==> config.mk <==
export PLATFORM = sky130hd
export DESIGN_NAME = keyed_statistics_counter_table_flat
export DESIGN_NICKNAME = d
export VERILOG_FILES = /design/src/hdl/kst_pkg.sv /design/src/hdl/kst_stream_if.sv /design/src/hdl/keyed_statistics_counter_table.sv /design/src/hdl/kst_key_scan.sv /design/src/flat_wrapper.sv
export VERILOG_INCLUDE_DIRS = /design/src /design/src/hdl
export SDC_FILE = /design/constraint.sdc
export NUM_CORES = 1
export LEC_CHECK = 0
export ABC_AREA = 0
export BUFFER_PORTS_ARGS = -buffer_cell sky130_fd_sc_hd__buf_2
export CAP_MARGIN = 10
export CORE_AREA = 3 3 40 42
export DETAILED_ROUTE_END_ITERATION = 12
export DIE_AREA = 0 0 43 45
export GPL_ROUTABILITY_DRIVEN = 1
export GPL_TIMING_DRIVEN = 1
export PLACE_DENSITY = 0.63
export REMOVE_ABC_BUFFERS = 1
export SYNTH_ARGS = -nofsm -noshare
export SYNTH_HDL_FRONTEND = slang
export SYNTH_SLANG_ARGS = --single-unit
==> constraint.sdc <==
create_clock -name clk -period 1.78 [get_ports clk]
set_input_delay 0.267 -clock clk [delete_from_list [all_inputs] [get_ports clk]]
set_output_delay 0.267 -clock clk [all_outputs]
set_load 0.05 [all_outputs]
==> src/hdl/keyed_statistics_counter_table_macros.svh <==
// ---------------------------------------------------------------------------
// Keyed statistics counter table: assertion macros
// Shorthand for the clocked, reset-qualified checks used in the RTL.
// ---------------------------------------------------------------------------
`ifndef KEYED_STATISTICS_COUNTER_TABLE_MACROS_SVH
`define KEYED_STATISTICS_COUNTER_TABLE_MACROS_SVH

// Same-cycle implication, disabled while reset is high.
`define KST_ASSERT_SAME(label, clk, rst, ante, cons, msg) \
  label: assert property (@(posedge clk) disable iff (rst) (ante) |-> (cons)) \
    else $error(msg);

// Next-cycle implication, disabled while reset is high.
`define KST_ASSERT_NEXT(label, clk, rst, ante, cons, msg) \
  label: assert property (@(posedge clk) disable iff (rst) (ante) |=> (cons)) \
    else $error(msg);

`endif

==> src/hdl/kst_pkg.sv <==
// ---------------------------------------------------------------------------
// Keyed statistics counter table: package
// Request and response payloads, operation and status codes, FSM states.
// ---------------------------------------------------------------------------
package kst_pkg;

  typedef enum logic [2:0] {
    OP_SUBSCRIBE   = 3'd0,
    OP_UNSUBSCRIBE = 3'd1,
    OP_INCREMENT   = 3'd2,
    OP_ADD         = 3'd3,
    OP_SET         = 3'd4,
    OP_READ        = 3'd5,
    OP_RESET_COUNT = 3'd6,
    OP_CHECK_DIRTY = 3'd7
  } kind_t;

  typedef enum logic [2:0] {
    RS_OK         = 3'd0,
    RS_INVALID_ID = 3'd1,
    RS_ALREADY    = 3'd2,
    RS_NO_SLOT    = 3'd3,
    RS_NOT_FOUND  = 3'd4,
    RS_NOT_DIRTY  = 3'd5
  } status_t;

  localparam int unsigned ACTIVE_OUT_W = 5;
  localparam int unsigned ACTIVE_MAX   = 31;

  typedef struct packed {
    kind_t       kind;
    logic [31:0] stat_id;
    logic [31:0] operand;
  } kst_req_t;

  typedef struct packed {
    status_t                   status;
    logic [31:0]               read_value;
    logic                      notify;
    logic [ACTIVE_OUT_W-1:0]   active_count;
  } kst_rsp_t;

  // Lookup outcome handed from the key scanner to the control FSM.
  typedef struct packed {
    logic done;        // one-cycle pulse, flags below are final
    logic found;       // an in-use slot holds the key
    logic free_found;  // at least one slot is free
  } kst_scan_t;

  typedef enum logic [1:0] {
    S_IDLE,
    S_SCAN,
    S_FETCH,
    S_UPDATE
  } fsm_t;

endpackage

==> src/hdl/kst_stream_if.sv <==
// ---------------------------------------------------------------------------
// Keyed statistics counter table: stream interface
// Valid/ready channel carrying one payload per transfer.
// ---------------------------------------------------------------------------
interface kst_stream_if #(
  parameter type payload_t = logic
);
  logic     valid;
  logic     ready;
  payload_t payload;

  modport source (output valid, output payload, input ready);
  modport sink   (input valid, input payload, output ready);
endinterface

==> src/hdl/keyed_statistics_counter_table.sv <==
// ---------------------------------------------------------------------------
// Keyed statistics counter table: top level
// Slot table of statistic identifiers and 32-bit counters with subscribe,
// unsubscribe, update, read and dirty-check requests.
// ---------------------------------------------------------------------------
//
//  channel | dir | payload                                   | transfer when
//  --------+-----+-------------------------------------------+----------------
//  req     | in  | kind, stat_id, operand                    | valid && ready
//  rsp     | out | status, read_value, notify, active_count  | valid && ready
//
//  One request in flight at a time; each request takes a walk over the key
//  memory, one entry per cycle, then one counter read and one write-back.
//  Response sits in an output register: the next request is taken while it
//  waits; the write-back stalls only if the previous response is still held.
//  Reset clears the in-use and dirty flags and the active count; memory
//  contents of free slots are never observed, so no clearing pass.
//
`include "keyed_statistics_counter_table_macros.svh"

module keyed_statistics_counter_table #(
  parameter int unsigned SLOTS = 16
) (
  input logic         clk,
  input logic         rst,
  kst_stream_if.sink   req,
  kst_stream_if.source rsp
);
  import kst_pkg::*;

  localparam int unsigned IDXW = (SLOTS > 1) ? $clog2(SLOTS) : 1;
  localparam int unsigned ACTW = $clog2(SLOTS + 1);

  // control state
  fsm_t            state, state_next;
  kst_req_t        req_q;            // captured request
  logic [SLOTS-1:0] in_use;
  logic [SLOTS-1:0] changed;         // dirty marks
  logic [ACTW-1:0] active;
  logic            rsp_valid;
  kst_rsp_t        rsp_q;

  // scanner handshake
  logic            scan_start;
  kst_scan_t       scan;
  logic [IDXW-1:0] hit_idx;
  logic [IDXW-1:0] free_idx;

  // counter memory
  logic [31:0]     cnt_mem [SLOTS];
  logic [31:0]     cnt_rd;
  logic            fetch_en;

  // write-back decode
  logic            commit;
  status_t         status_c;
  logic [31:0]     value_c;
  logic            notify_c;
  logic            key_we;
  logic            cnt_we;
  logic [IDXW-1:0] cnt_waddr;
  logic [31:0]     cnt_wdata;
  logic            use_set, use_clr;
  logic            chg_set, chg_clr;
  logic [IDXW-1:0] chg_addr;
  logic [ACTW-1:0] active_next;
  logic [ACTIVE_OUT_W-1:0] active_sat;

  kst_key_scan #(
    .SLOTS (SLOTS),
    .IDXW  (IDXW)
  ) u_scan (
    .clk       (clk),
    .rst       (rst),
    .start     (scan_start),
    .id        (req_q.stat_id),
    .in_use    (in_use),
    .key_wr    (commit && key_we),
    .key_waddr (free_idx),
    .key_wdata (req_q.stat_id),
    .scan      (scan),
    .hit_idx   (hit_idx),
    .free_idx  (free_idx)
  );

  // --- sequencer -----------------------------------------------------------
  always_ff @(posedge clk) begin
    if (rst) begin
      state <= S_IDLE;
    end else begin
      state <= state_next;
    end
  end

  always_comb begin
    state_next = state;
    unique case (state)
      S_IDLE:   if (req.valid) state_next = S_SCAN;
      S_SCAN:   if (scan.done) state_next = S_FETCH;
      S_FETCH:  state_next = S_UPDATE;
      S_UPDATE: if (!rsp_valid || rsp.ready) state_next = S_IDLE;
      default:  state_next = S_IDLE;
    endcase
  end

  always_comb begin
    req.ready  = (state == S_IDLE);
    scan_start = (state == S_IDLE) && req.valid;
    fetch_en   = (state == S_FETCH);
    // write-back waits for a free output register
    commit     = (state == S_UPDATE) && (!rsp_valid || rsp.ready);
  end

  always_ff @(posedge clk) begin
    if (scan_start) begin
      req_q <= req.payload;
    end
  end

  // --- counter memory: read the matched slot, write back on commit --------
  // Writes land before the next request is taken, so a scan or fetch never
  // overlaps a write to the same entry.
  always_ff @(posedge clk) begin
    if (fetch_en) begin
      cnt_rd <= cnt_mem[hit_idx];
    end
    if (commit && cnt_we) begin
      cnt_mem[cnt_waddr] <= cnt_wdata;
    end
  end

  // --- request decode ------------------------------------------------------
  always_comb begin
    status_c    = RS_OK;
    value_c     = '0;
    notify_c    = 1'b0;
    key_we      = 1'b0;
    cnt_we      = 1'b0;
    cnt_waddr   = hit_idx;
    cnt_wdata   = '0;
    use_set     = 1'b0;
    use_clr     = 1'b0;
    chg_set     = 1'b0;
    chg_clr     = 1'b0;
    chg_addr    = hit_idx;
    active_next = active;
    unique case (req_q.kind)
      OP_SUBSCRIBE: begin
        priority if (req_q.stat_id == '0) begin
          status_c = RS_INVALID_ID;
        end else if (scan.found) begin
          status_c = RS_ALREADY;
        end else if (!scan.free_found) begin
          status_c = RS_NO_SLOT;
        end else begin
          // claim lowest free slot with a fresh counter
          key_we      = 1'b1;
          cnt_we      = 1'b1;
          cnt_waddr   = free_idx;
          use_set     = 1'b1;
          chg_clr     = 1'b1;
          chg_addr    = free_idx;
          active_next = active + ACTW'(1);
        end
      end
      OP_UNSUBSCRIBE: begin
        if (!scan.found) begin
          status_c = RS_NOT_FOUND;
        end else begin
          cnt_we      = 1'b1;
          use_clr     = 1'b1;
          chg_clr     = 1'b1;
          active_next = active - ACTW'(1);
        end
      end
      OP_INCREMENT: begin
        if (!scan.found) begin
          status_c = RS_NOT_FOUND;
        end else begin
          cnt_we    = 1'b1;
          cnt_wdata = cnt_rd + 32'd1;
          chg_set   = 1'b1;
          notify_c  = 1'b1;
        end
      end
      OP_ADD: begin
        if (!scan.found) begin
          status_c = RS_NOT_FOUND;
        end else begin
          cnt_we    = 1'b1;
          cnt_wdata = cnt_rd + req_q.operand;
          chg_set   = 1'b1;
          notify_c  = 1'b1;
        end
      end
      OP_SET: begin
        if (!scan.found) begin
          status_c = RS_NOT_FOUND;
        end else begin
          cnt_we    = 1'b1;
          cnt_wdata = req_q.operand;
          chg_set   = 1'b1;
          notify_c  = 1'b1;
        end
      end
      OP_READ: begin
        if (!scan.found) begin
          status_c = RS_NOT_FOUND;
        end else begin
          value_c = cnt_rd;
        end
      end
      OP_RESET_COUNT: begin
        // dirty mark is left alone
        if (!scan.found) begin
          status_c = RS_NOT_FOUND;
        end else begin
          cnt_we = 1'b1;
        end
      end
      OP_CHECK_DIRTY: begin
        priority if (!scan.found) begin
          status_c = RS_NOT_FOUND;
        end else if (!changed[hit_idx]) begin
          status_c = RS_NOT_DIRTY;
        end else begin
          chg_clr = 1'b1;
          value_c = cnt_rd;
        end
      end
      default: status_c = RS_OK;
    endcase
    // active count saturates on the narrow response field
    active_sat = (32'(active_next) > 32'(ACTIVE_MAX)) ?
                 ACTIVE_OUT_W'(ACTIVE_MAX) : ACTIVE_OUT_W'(active_next);
  end

  // --- slot flags and active count ------------------------------------------
  always_ff @(posedge clk) begin
    if (rst) begin
      in_use  <= '0;
      changed <= '0;
      active  <= '0;
    end else if (commit) begin
      if (use_set) in_use[free_idx] <= 1'b1;
      if (use_clr) in_use[hit_idx]  <= 1'b0;
      if (chg_set) changed[chg_addr] <= 1'b1;
      if (chg_clr) changed[chg_addr] <= 1'b0;
      active <= active_next;
    end
  end

  // --- response register ----------------------------------------------------
  always_ff @(posedge clk) begin
    if (rst) begin
      rsp_valid <= 1'b0;
    end else if (commit) begin
      rsp_valid <= 1'b1;
    end else if (rsp.ready) begin
      rsp_valid <= 1'b0;
    end
  end

  always_ff @(posedge clk) begin
    if (commit) begin
      rsp_q.status       <= status_c;
      rsp_q.read_value   <= value_c;
      rsp_q.notify       <= notify_c;
      rsp_q.active_count <= active_sat;
    end
  end

  assign rsp.valid   = rsp_valid;
  assign rsp.payload = rsp_q;

  // --- checks ---------------------------------------------------------------
  `KST_ASSERT_SAME(a_active_tracks_flags, clk, rst, 1'b1, 32'(active) == 32'($countones(in_use)), "active count disagrees with in-use flags")
  `KST_ASSERT_SAME(a_claim_free_slot, clk, rst, commit && key_we, !in_use[free_idx], "subscribe claims a slot already in use")
  `KST_ASSERT_SAME(a_scan_done_in_scan, clk, rst, scan.done, state == S_SCAN, "scan finished outside the scan state")
  `KST_ASSERT_NEXT(a_notify_only_ok, clk, rst, commit && notify_c, rsp_valid && rsp_q.status == RS_OK, "notify on a failed request")

endmodule

==> src/hdl/kst_key_scan.sv <==
// ---------------------------------------------------------------------------
// Keyed statistics counter table: key scanner
// Key memory plus a sequential walk that finds the lowest matching slot
// and the lowest free slot, one entry per cycle.
// ---------------------------------------------------------------------------
module kst_key_scan #(
  parameter int unsigned SLOTS = 16,
  parameter int unsigned IDXW  = 4
) (
  input  logic                 clk,
  input  logic                 rst,
  input  logic                 start,
  input  logic [31:0]          id,
  input  logic [SLOTS-1:0]     in_use,
  input  logic                 key_wr,
  input  logic [IDXW-1:0]      key_waddr,
  input  logic [31:0]          key_wdata,
  output kst_pkg::kst_scan_t   scan,
  output logic [IDXW-1:0]      hit_idx,
  output logic [IDXW-1:0]      free_idx
);
  import kst_pkg::*;

  localparam logic [IDXW-1:0] LAST = IDXW'(SLOTS - 1);

  logic [31:0]     key_mem [SLOTS];
  logic [31:0]     key_rd;
  logic [IDXW-1:0] idx;
  logic            busy;
  logic            cmp_valid;
  logic            cmp_last;
  logic [IDXW-1:0] cmp_idx;
  logic            found;
  logic            free_found;
  logic            done;

  // key memory: one write port, one registered read port
  always_ff @(posedge clk) begin
    if (key_wr) begin
      key_mem[key_waddr] <= key_wdata;
    end
    if (busy) begin
      key_rd <= key_mem[idx];
    end
  end

  // address walk and compare stage
  always_ff @(posedge clk) begin
    if (rst) begin
      busy       <= 1'b0;
      idx        <= '0;
      cmp_valid  <= 1'b0;
      cmp_last   <= 1'b0;
      found      <= 1'b0;
      free_found <= 1'b0;
      done       <= 1'b0;
    end else begin
      cmp_valid <= busy;
      cmp_last  <= busy && (idx == LAST);
      cmp_idx   <= idx;
      done      <= cmp_valid && cmp_last;
      if (start) begin
        busy       <= 1'b1;
        idx        <= '0;
        found      <= 1'b0;
        free_found <= 1'b0;
      end else begin
        if (busy) begin
          if (idx == LAST) begin
            busy <= 1'b0;
          end else begin
            idx <= idx + IDXW'(1);
          end
        end
        if (cmp_valid) begin
          if (in_use[cmp_idx] && (key_rd == id) && !found) begin
            found   <= 1'b1;
            hit_idx <= cmp_idx;
          end
          if (!in_use[cmp_idx] && !free_found) begin
            free_found <= 1'b1;
            free_idx   <= cmp_idx;
          end
        end
      end
    end
  end

  assign scan.done       = done;
  assign scan.found      = found;
  assign scan.free_found = free_found;

endmodule
==> src/flat_wrapper.sv <==
// flat-port wrapper written by rule: the top's interface ports become plain ports
module keyed_statistics_counter_table_flat import kst_pkg::*;
#(
  parameter int unsigned SLOTS = 16
)
  (clk, rst, req_valid, req_payload, req_ready, rsp_valid, rsp_payload, rsp_ready);
  kst_stream_if req_i ();
  kst_stream_if rsp_i ();
  input logic clk;
  input logic rst;
  input wire logic [$bits(req_i.valid)-1:0] req_valid;
  input wire logic [$bits(req_i.payload)-1:0] req_payload;
  output wire logic [$bits(req_i.ready)-1:0] req_ready;
  output wire logic [$bits(rsp_i.valid)-1:0] rsp_valid;
  output wire logic [$bits(rsp_i.payload)-1:0] rsp_payload;
  input wire logic [$bits(rsp_i.ready)-1:0] rsp_ready;
  assign req_i.valid = req_valid;
  assign req_i.payload = req_payload;
  assign req_ready = req_i.ready;
  assign rsp_valid = rsp_i.valid;
  assign rsp_payload = rsp_i.payload;
  assign rsp_i.ready = rsp_ready;
  keyed_statistics_counter_table #(.SLOTS(SLOTS)) u_core (.clk(clk), .rst(rst), .req(req_i), .rsp(rsp_i));
endmodule
==> impl_results.rst, run 1 <==
.. list-table::
   :header-rows: 1

   * - Metric
     - Value
   * - XOR/XNOR Fraction of Synth Area
     - 0%
   * - Initial core utilization
     - between 30% and 40%
   * - Power share of the clock group
     - approximately 22%
   * - First-pass iteration count of the detailed router
     - 4
   * - Worst-case vdd ir drop
     - 0.000602 V
   * - WL per Instance
     - 9.14 microns
   * - Hold path depth
     - 2
   * - Top-level port count
     - 8
   * - Final setup violation count
     - 0
   * - Most common cell in the synthesized netlist
     - sky130_fd_sc_hd__dfxtp_1
   * - Post-route total power
     - between 700 and 800 uW
   * - Max-slew headroom at the worst pin
     - ~66%
   * - Placed cell count
     - 75
   * - Setup slack of the most critical reg-to-reg path
     - between 0.2 and 0.25 ns
   * - Worst Reg2Reg Path Length in Cells
     - 4
   * - Post-synthesis adder-cell area fraction
     - 12.4%
   * - Post-layout nets
     - 75
   * - Leakage Power
     - 0.255 nW
   * - RSZ-0062 raised after global routing
     - false
   * - Most frequently used flop master after synthesis
     - sky130_fd_sc_hd__dfxtp_1
   * - Combinational family with the most area after synthesis
     - simple AND/OR/NAND/NOR gates
   * - Root Buffer Master
     - sky130_fd_sc_hd__clkbuf_4
   * - Routed Antenna Nets
     - 0
   * - Worst r2r dst
     - u_core.state[1]$_SDFFE_PP0P_
   * - Number of synthesis warnings
     - 0
   * - Number of levels in the clock H-tree
     - 1
   * - Cell family with the largest share of critical-path delay
     - compound AO/OA/AOI/OAI gates
   * - Number of core rows
     - 13
   * - Number of cells in the finished layout apart from fillers
     - 79
   * - Layout-stage area growth over the synthesis result
     - 12.7%
   * - Final wirelength
     - 722 microns
   * - Half-perimeter wire length after placement
     - 570 microns
   * - Flops & latches, synth
     - 11
   * - Global-route usage over all layers
     - under 10%
   * - Sink Count
     - 11
   * - DRC violation total after the first TritonRoute iteration
     - 16
   * - Number of instances resized during post-cts repair
     - 0
   * - Initial antenna violation count
     - 0
   * - Post-CTS Setup Repair Bufs
     - 0
   * - Maximum buffer depth of the clock tree
     - 2
   * - Number of buffers inserted during clock tree synthesis
     - 3
   * - Minimum clock period
     - ~1.5 ns
   * - Share of total power in sequential cells
     - 43.7%
   * - Slowest cell on crit path
     - sky130_fd_sc_hd__a222oi_1
   * - Net switching power
     - 279 uW
   * - Worst clock skew on the final layout
     - ~0.0057 ns
   * - Library cells used by synthesis
     - 22
   * - Syn_area_per_cell
     - 8.98 sq um
   * - Total negative slack
     - 0 ns
   * - Reg-to-reg startpoint
     - u_core.state[0]$_SDFFE_PP0P_
   * - Largest fanout on the critical path
     - 5
   * - Net switching fraction of the power
     - around two fifths
   * - Number of flops mapped to enable cells by yosys
     - 0
   * - Clock tree from TritonCTS
     - built
   * - Bufs and invs on worst path
     - 1
   * - Clock transition time at the flip-flop clock pins of the worst setup and hold paths
     - 0.07 ns
   * - Transition time of the tightest slew-check pin
     - 0.509 ns
   * - Post-layout worst setup margin
     - 0.243 ns
   * - Number of hold violations in the final report
     - 0
   * - Final worst hold slack
     - about 0.23 ns
   * - Maximum capacitance violations
     - 0
   * - Area of the mapped netlist
     - 503 sq um
   * - Type of destination of the critical path
     - flop
   * - Maximum number of pins on one net before global-route repair
     - 8
   * - Yosys top cell area share
     - 43.8%
   * - Source of the critical timing path
     - u_core.state[0]$_SDFFE_PP0P_
   * - Hold path endpoint
     - u_core.u_scan.cmp_valid$_SDFF_PP0_
   * - Inserted Diodes
     - 0
   * - Post-synthesis async set-or-reset flop share
     - 0%
   * - Post-Synth Simple-Gate Area
     - between 10% and 20%
   * - Compound-gate portion of the synthesized area
     - 13.4%
   * - Area of all placed cells without fillers
     - 567 sq um
   * - Quantity of hold-fixing buffers added after cts
     - 0
   * - Timing-limited maximum frequency
     - about 650 MHz
   * - Logic pwr share
     - 34.1%
   * - Post-route fraction of the period consumed by the critical path
     - 86.4%
   * - Internal power
     - 453 uW
   * - Run status
     - finished clean
   * - Vias in the first global route
     - 313
   * - Worst path arrival time
     - 1.74 ns
   * - Die span in y
     - 45 microns
   * - Fraction of final layout cells sized beyond drive strength 1
     - 15.6%
   * - Multiplexer share of the synthesized area
     - under 10%
   * - Biggest area consumer among synthesized cells
     - sky130_fd_sc_hd__dfxtp_1
   * - Min-delay src
     - rst
   * - Clock latency of the later-clocked register in the worst-skew pair
     - 0.27 ns
   * - Vias per inst
     - between 4 and 5
   * - Core utilization of the finished layout
     - 44.1%
   * - Area of the die
     - 1940 sq um
   * - Cells traversed along the worst timing path
     - inv_1 -> ha_1 -> a222oi_1 -> mux2i_1
   * - Count of port buffers added during placement
     - 5
   * - Horizontal die dimension
     - 43 microns
   * - Standard cell area after detailed placement
     - 539 sq um
   * - Required time at the worst-slack endpoint
     - 1.98 ns
   * - Std-Cell Core Area
     - about 1300 sq um
   * - Worst Path Class, Setup
     - reg2reg
   * - PD cells
     - 1290 nW/um^2
   * - Remaining DRCs
     - 0
   * - Grt ovf
     - 0
   * - Vias after detailed routing
     - 374
   * - Seq/Total Area, Yosys
     - a little over two fifths
   * - Leading post-synthesis cells by cell area
     - sky130_fd_sc_hd__dfxtp_1, sky130_fd_sc_hd__ha_1, sky130_fd_sc_hd__inv_1
   * - Nature of the critical path startpoint
     - flop
   * - Mapped Cells
     - 56
   * - Max Transition Viols Final
     - 0
   * - Global-route wire length before repair
     - 1240 microns
   * - Final GP Congestion
     - 0.718
   * - Crit path largest cell delay
     - roughly 0.52 ns
   * - Most frequent cells after synthesis
     - sky130_fd_sc_hd__dfxtp_1, sky130_fd_sc_hd__inv_1, sky130_fd_sc_hd__nand2_1, sky130_fd_sc_hd__ha_1, sky130_fd_sc_hd__o21ai_0
   * - DP Worst Slack
     - approximately 0.27 ns
   * - Classification of the worst-slack hold path
     - in2reg
==> worst reg2reg max path: cells and delay by family (launching register included) <==
kind            cells  cell delay, ns
flops               1            0.39
mux                 1            0.24
fa+ha+maj           1            0.25
buf+inv             1            0.08
compound gates      1            0.52
==> routing by layer <==
metal	global-route usage [%]	share of wire, %
met5	0	0
met4	3.61	0
met3	5.98	8.0
met2	11.4	40
met1	11.6	52
==> power by group through the flow <==
stage | clock (mW) | combinational, mW | sequential [mW]
after global placement | 0 | 0.254 | 0.323
after global routing | 0.181 | 0.285 | 0.322
final | 0.163 | 0.250 | 0.320
after detailed placement | 0 | 0.252 | 0.324
after floorplan | 0 | 0.205 | 0.323
after CTS | 0.169 | 0.252 | 0.318
==> placed cells by master, fill, tap and decap left out, drive strengths merged <==
master  netlist  final
o211ai        2      2
nand4         1      1
and3          2      2
buf           1      5
nand2b        1      1
a21boi        1      1
nor3          1      1
a21oi         3      3
nor2          3      3
a222oi        1      1
nor2b         1      1
or2           1      1
o21ai         4      4
nand3         1      1
nor3b         1      1
ha            5      5
inv           6      6
clkinv        0      1
dfxtp        11     11
nand2         6      6
and4b         1      1
mux2i         2      2
conb          1      1
clkbuf        0      3
==> final cells by class <==
| class | count | area (sq um) |
|---|---|---|
| Sequential cell | 11 | 220 |
| Inverter | 6 | 22.5 |
| Fill cell | 135 | 718 |
| Clock buffer | 3 | 22.5 |
| Multi-Input combinational cell | 38 | 253 |
| Timing Repair Buffer | 5 | 25.0 |
| Clock inverter | 1 | 5.00 |
| Tap cell | 15 | 18.8 |
==> worst max path at each step <==
stage / slack (ns) / depth (start not counted) / endpoint
final: 0.24 / 4 / u_core.state[1]$_SDFFE_PP0P_
after global routing: 0.14 / 4 / u_core.state[0]$_SDFFE_PP0P_
after CTS: 0.25 / 4 / u_core.state[1]$_SDFFE_PP0P_
after global placement: 0.28 / 4 / u_core.state[1]$_SDFFE_PP0P_
after detailed placement: 0.27 / 4 / u_core.state[1]$_SDFFE_PP0P_
after floorplan: 0.14 / 4 / u_core.state[0]$_SDFFE_PP0P_
==> cells by family (layout without fill, tap and decap cells) <==
family,Yosys count,after routing
and+or+nand+nor,19,19
AOI/OAI and AO/OA,11,11
DFF,11,11
buffers and inverters,7,15
adders and majority gates,5,5
muxes,2,2
other,1,1
==> flip-flops by register name, indices dropped and copies added (netlist names) <==
signal                   count
u_core.rsp.valid             1
u_core.u_scan.done           1
u_core.u_scan.idx            4
u_core.u_scan.cmp_valid      1
u_core.u_scan.busy           1
u_core.u_scan.cmp_last       1
u_core.state                 2
Note: power is estimated with default switching activity, not from simulation.
==> run 2, diff against run 1 <==
==> constraint.sdc (replaced) <==
create_clock -name clk -period 1.78 [get_ports clk]
set_input_delay 0.089 -clock clk [delete_from_list [all_inputs] [get_ports clk]]
set_output_delay 0.089 -clock clk [all_outputs]
set_load 0.05 [all_outputs]
==> run 2 against run 1 <==
Compared with the run above:
- final cell count stayed put
- sequential cell count stayed put
- combinational power hardly changed
- global-route usage is 0.84 points higher
- sequential share of layout area is 0.086 points higher
- clock power hardly changed
- critical path depth stayed put
- non-clock buffer count stayed put
- clock skew hardly changed
- power is 0.23% higher
- core utilization is 0.097 points lower
- fmax hardly changed
- critical endpoint unchanged
- highest routed layer unchanged
==> impl_results.rst, run 2 (synthesis results as in run 1) <==
.. list-table::
   :header-rows: 1

   * - Metric
     - Value
   * - Vias per inst
     - 4.84 (was 4.73)
   * - Timing-limited maximum frequency
     - 650 MHz (about the same)
   * - Std-Cell Core Area
     - 1280 sq um (unchanged)
   * - Initial core utilization
     - 39.1% (unchanged)
   * - Clock tree from TritonCTS
     - built (unchanged)
   * - Area of all placed cells without fillers
     - 566 sq um (was 567 sq um)
   * - Bufs and invs on worst path
     - 1 (unchanged)
   * - Fraction of final layout cells sized beyond drive strength 1
     - 14.1% (was 15.6%)
   * - Number of levels in the clock H-tree
     - 1 (unchanged)
   * - Clock latency of the later-clocked register in the worst-skew pair
     - 0.27 ns (about the same)
   * - DP Worst Slack
     - 0.265 ns (was 0.270 ns)
   * - Nature of the critical path startpoint
     - flop (unchanged)
   * - Number of cells in the finished layout apart from fillers
     - 79 (unchanged)
   * - Final setup violation count
     - 0 (unchanged)
   * - Worst clock skew on the final layout
     - 0.00580 ns (was 0.00569 ns)
   * - Commonest non-fill, non-tap cell in the layout
     - sky130_fd_sc_hd__dfxtp_1 (unchanged)
   * - Maximum number of pins on one net before global-route repair
     - 7 (was 8)
   * - Top library cells by usage in the layout, fill and taps aside
     - sky130_fd_sc_hd__dfxtp_1, sky130_fd_sc_hd__inv_1, sky130_fd_sc_hd__nand2_1, sky130_fd_sc_hd__ha_1, sky130_fd_sc_hd__buf_2 (unchanged)
   * - First-pass iteration count of the detailed router
     - 4 (unchanged)
   * - RSZ-0062 raised after global routing
     - false (unchanged)
   * - Half-perimeter wire length after placement
     - 566 microns (was 570 microns)
   * - Number of core rows
     - 13 (unchanged)
   * - Number of instances resized during post-cts repair
     - 0 (unchanged)
   * - Total negative slack
     - 0 ns (unchanged)
   * - Core utilization of the finished layout
     - 44.0% (was 44.1%)
   * - Maximum buffer depth of the clock tree
     - 2 (unchanged)
   * - PD cells
     - 1300 nW/um^2 (was 1290 nW/um^2)
   * - Max FFs per register
     - 4 (unchanged)
   * - Highest layer used for signal routing
     - met3 (unchanged)
   * - Count of port buffers added during placement
     - 5 (unchanged)
   * - Register containing the most flip-flops in the final layout
     - u_core.u_scan.idx (unchanged)
   * - Classification of the worst-slack hold path
     - in2reg (unchanged)
   * - Biggest registers after layout
     - u_core.u_scan.idx x4, u_core.state x2 (unchanged)
   * - Post-layout worst setup margin
     - 0.241 ns (was 0.243 ns)
   * - Final worst hold slack
     - 0.0585 ns (was 0.230 ns)
   * - Grt ovf
     - 0 (unchanged)
   * - Transition time of the tightest slew-check pin
     - 0.527 ns (was 0.509 ns)
   * - Final GP Congestion
     - 0.718 (about the same)
   * - Sink Count
     - 11 (unchanged)
   * - Max Transition Viols Final
     - 0 (unchanged)
   * - Type of destination of the critical path
     - flop (unchanged)
   * - Post-layout nets
     - 75 (unchanged)
   * - Remaining DRCs
     - 0 (unchanged)
   * - Routed Antenna Nets
     - 0 (unchanged)
   * - Wire length on met3
     - 70 microns (was 58 microns)
   * - Number of buffers inserted during clock tree synthesis
     - 3 (unchanged)
   * - Vias after detailed routing
     - 382 (was 374)
   * - Root Buffer Master
     - sky130_fd_sc_hd__clkbuf_4 (unchanged)
   * - WL per Instance
     - 9.82 microns (was 9.14 microns)
   * - Minimum clock period
     - 1.54 ns (about the same)
   * - Inserted Diodes
     - 0 (unchanged)
   * - Routed length on met2
     - 332 microns (was 287 microns)
   * - Crit path largest cell delay
     - 0.53 ns (was 0.52 ns)
   * - Post-CTS Setup Repair Bufs
     - 0 (unchanged)
   * - Layout-stage area growth over the synthesis result
     - 12.4% (was 12.7%)
   * - Quantity of hold-fixing buffers added after cts
     - 0 (unchanged)
   * - Cell family with the largest share of critical-path delay
     - compound AO/OA/AOI/OAI gates (unchanged)
   * - Placed cell count
     - 75 (unchanged)
   * - Cells traversed along the worst timing path
     - inv_1 -> ha_1 -> a222oi_1 -> mux2i_1 (unchanged)
   * - Worst path arrival time
     - 1.73 ns (was 1.74 ns)
   * - Post-route fraction of the period consumed by the critical path
     - 86.4% (about the same)
   * - Run status
     - finished clean (unchanged)
   * - Max-slew headroom at the worst pin
     - 64.9% (was 66.1%)
   * - DRC violation total after the first TritonRoute iteration
     - 15 (was 16)
   * - Worst Path Class, Setup
     - reg2reg (unchanged)
   * - Global-route usage over all layers
     - 9.73% (was 8.89%)
   * - Standard cell area after detailed placement
     - 539 sq um (unchanged)
   * - Maximum capacitance violations
     - 0 (unchanged)
   * - Initial antenna violation count
     - 0 (unchanged)
   * - Vias in the first global route
     - 332 (was 313)
   * - Area of the die
     - 1940 sq um (unchanged)
   * - Post-route total power
     - 734 uW (was 732 uW)
   * - Leakage Power
     - 0.253 nW (was 0.255 nW)
   * - Slowest cell on crit path
     - sky130_fd_sc_hd__a222oi_1 (unchanged)
   * - Clock transition time at the flip-flop clock pins of the worst setup and hold paths
     - 0.07 ns (about the same)
   * - Global-route wire length before repair
     - 1350 microns (was 1240 microns)
   * - Final wirelength
     - 776 microns (was 722 microns)
   * - Top-level port count
     - 8 (unchanged)
   * - Horizontal die dimension
     - 43 microns (unchanged)
   * - M1 WL
     - 373 microns (was 377 microns)
   * - Worst-case vdd ir drop
     - 0.000667 V (was 0.000602 V)
   * - Number of hold violations in the final report
     - 0 (unchanged)
   * - Required time at the worst-slack endpoint
     - 1.97 ns (was 1.98 ns)
   * - Die span in y
     - 45 microns (unchanged)
   * - Largest fanout on the critical path
     - 5 (unchanged)
[run 2: changes by cell type in the layout (fill, tap and decap cells not counted), sizes merged]
cell,change
clkinv,-1
clkbuf,+1
[run 2: layout make-up]
class | instances | area [sq um]
Tap cell | 15 | 18.8
Sequential cell | 11 | 220
Inverter | 6 | 22.5
Timing Repair Buffer | 5 | 25.0
Multi-Input combinational cell | 38 | 253
Fill cell | 129 | 719
Clock buffer | 4 | 26.3
[run 2: per-layer routing]
metal	track usage [%]	vias to the layer above
met5	0	-
met4	3.61	0
met3	5.98	0
met2	13.5	12
met1	12.3	165
li1	-	205
[run 2: path summary, 6_finish.rpt]
check                                     start                       endpoint  slack [ns]  depth (start not counted)
max                u_core.state[0]$_SDFFE_PP0P_   u_core.state[1]$_SDFFE_PP0P_        0.24                          4
min                                         rst  u_core.rsp.valid$_SDFFE_PP0P_        0.06                          2
max reg2reg        u_core.state[0]$_SDFFE_PP0P_   u_core.state[1]$_SDFFE_PP0P_        0.24                          4
min reg2reg  u_core.u_scan.cmp_valid$_SDFF_PP0_  u_core.u_scan.done$_SDFF_PP0_        0.47                          1
[run 2: where the power goes]
| part | internal, mW | leakage [nW] | switching [mW] |
|---|---|---|---|
| Sequential | 0.284 | 0.0896 | 0.0340 |
| Combinational | 0.0854 | 0.148 | 0.165 |
| Clock | 0.0867 | 0.0150 | 0.0788 |
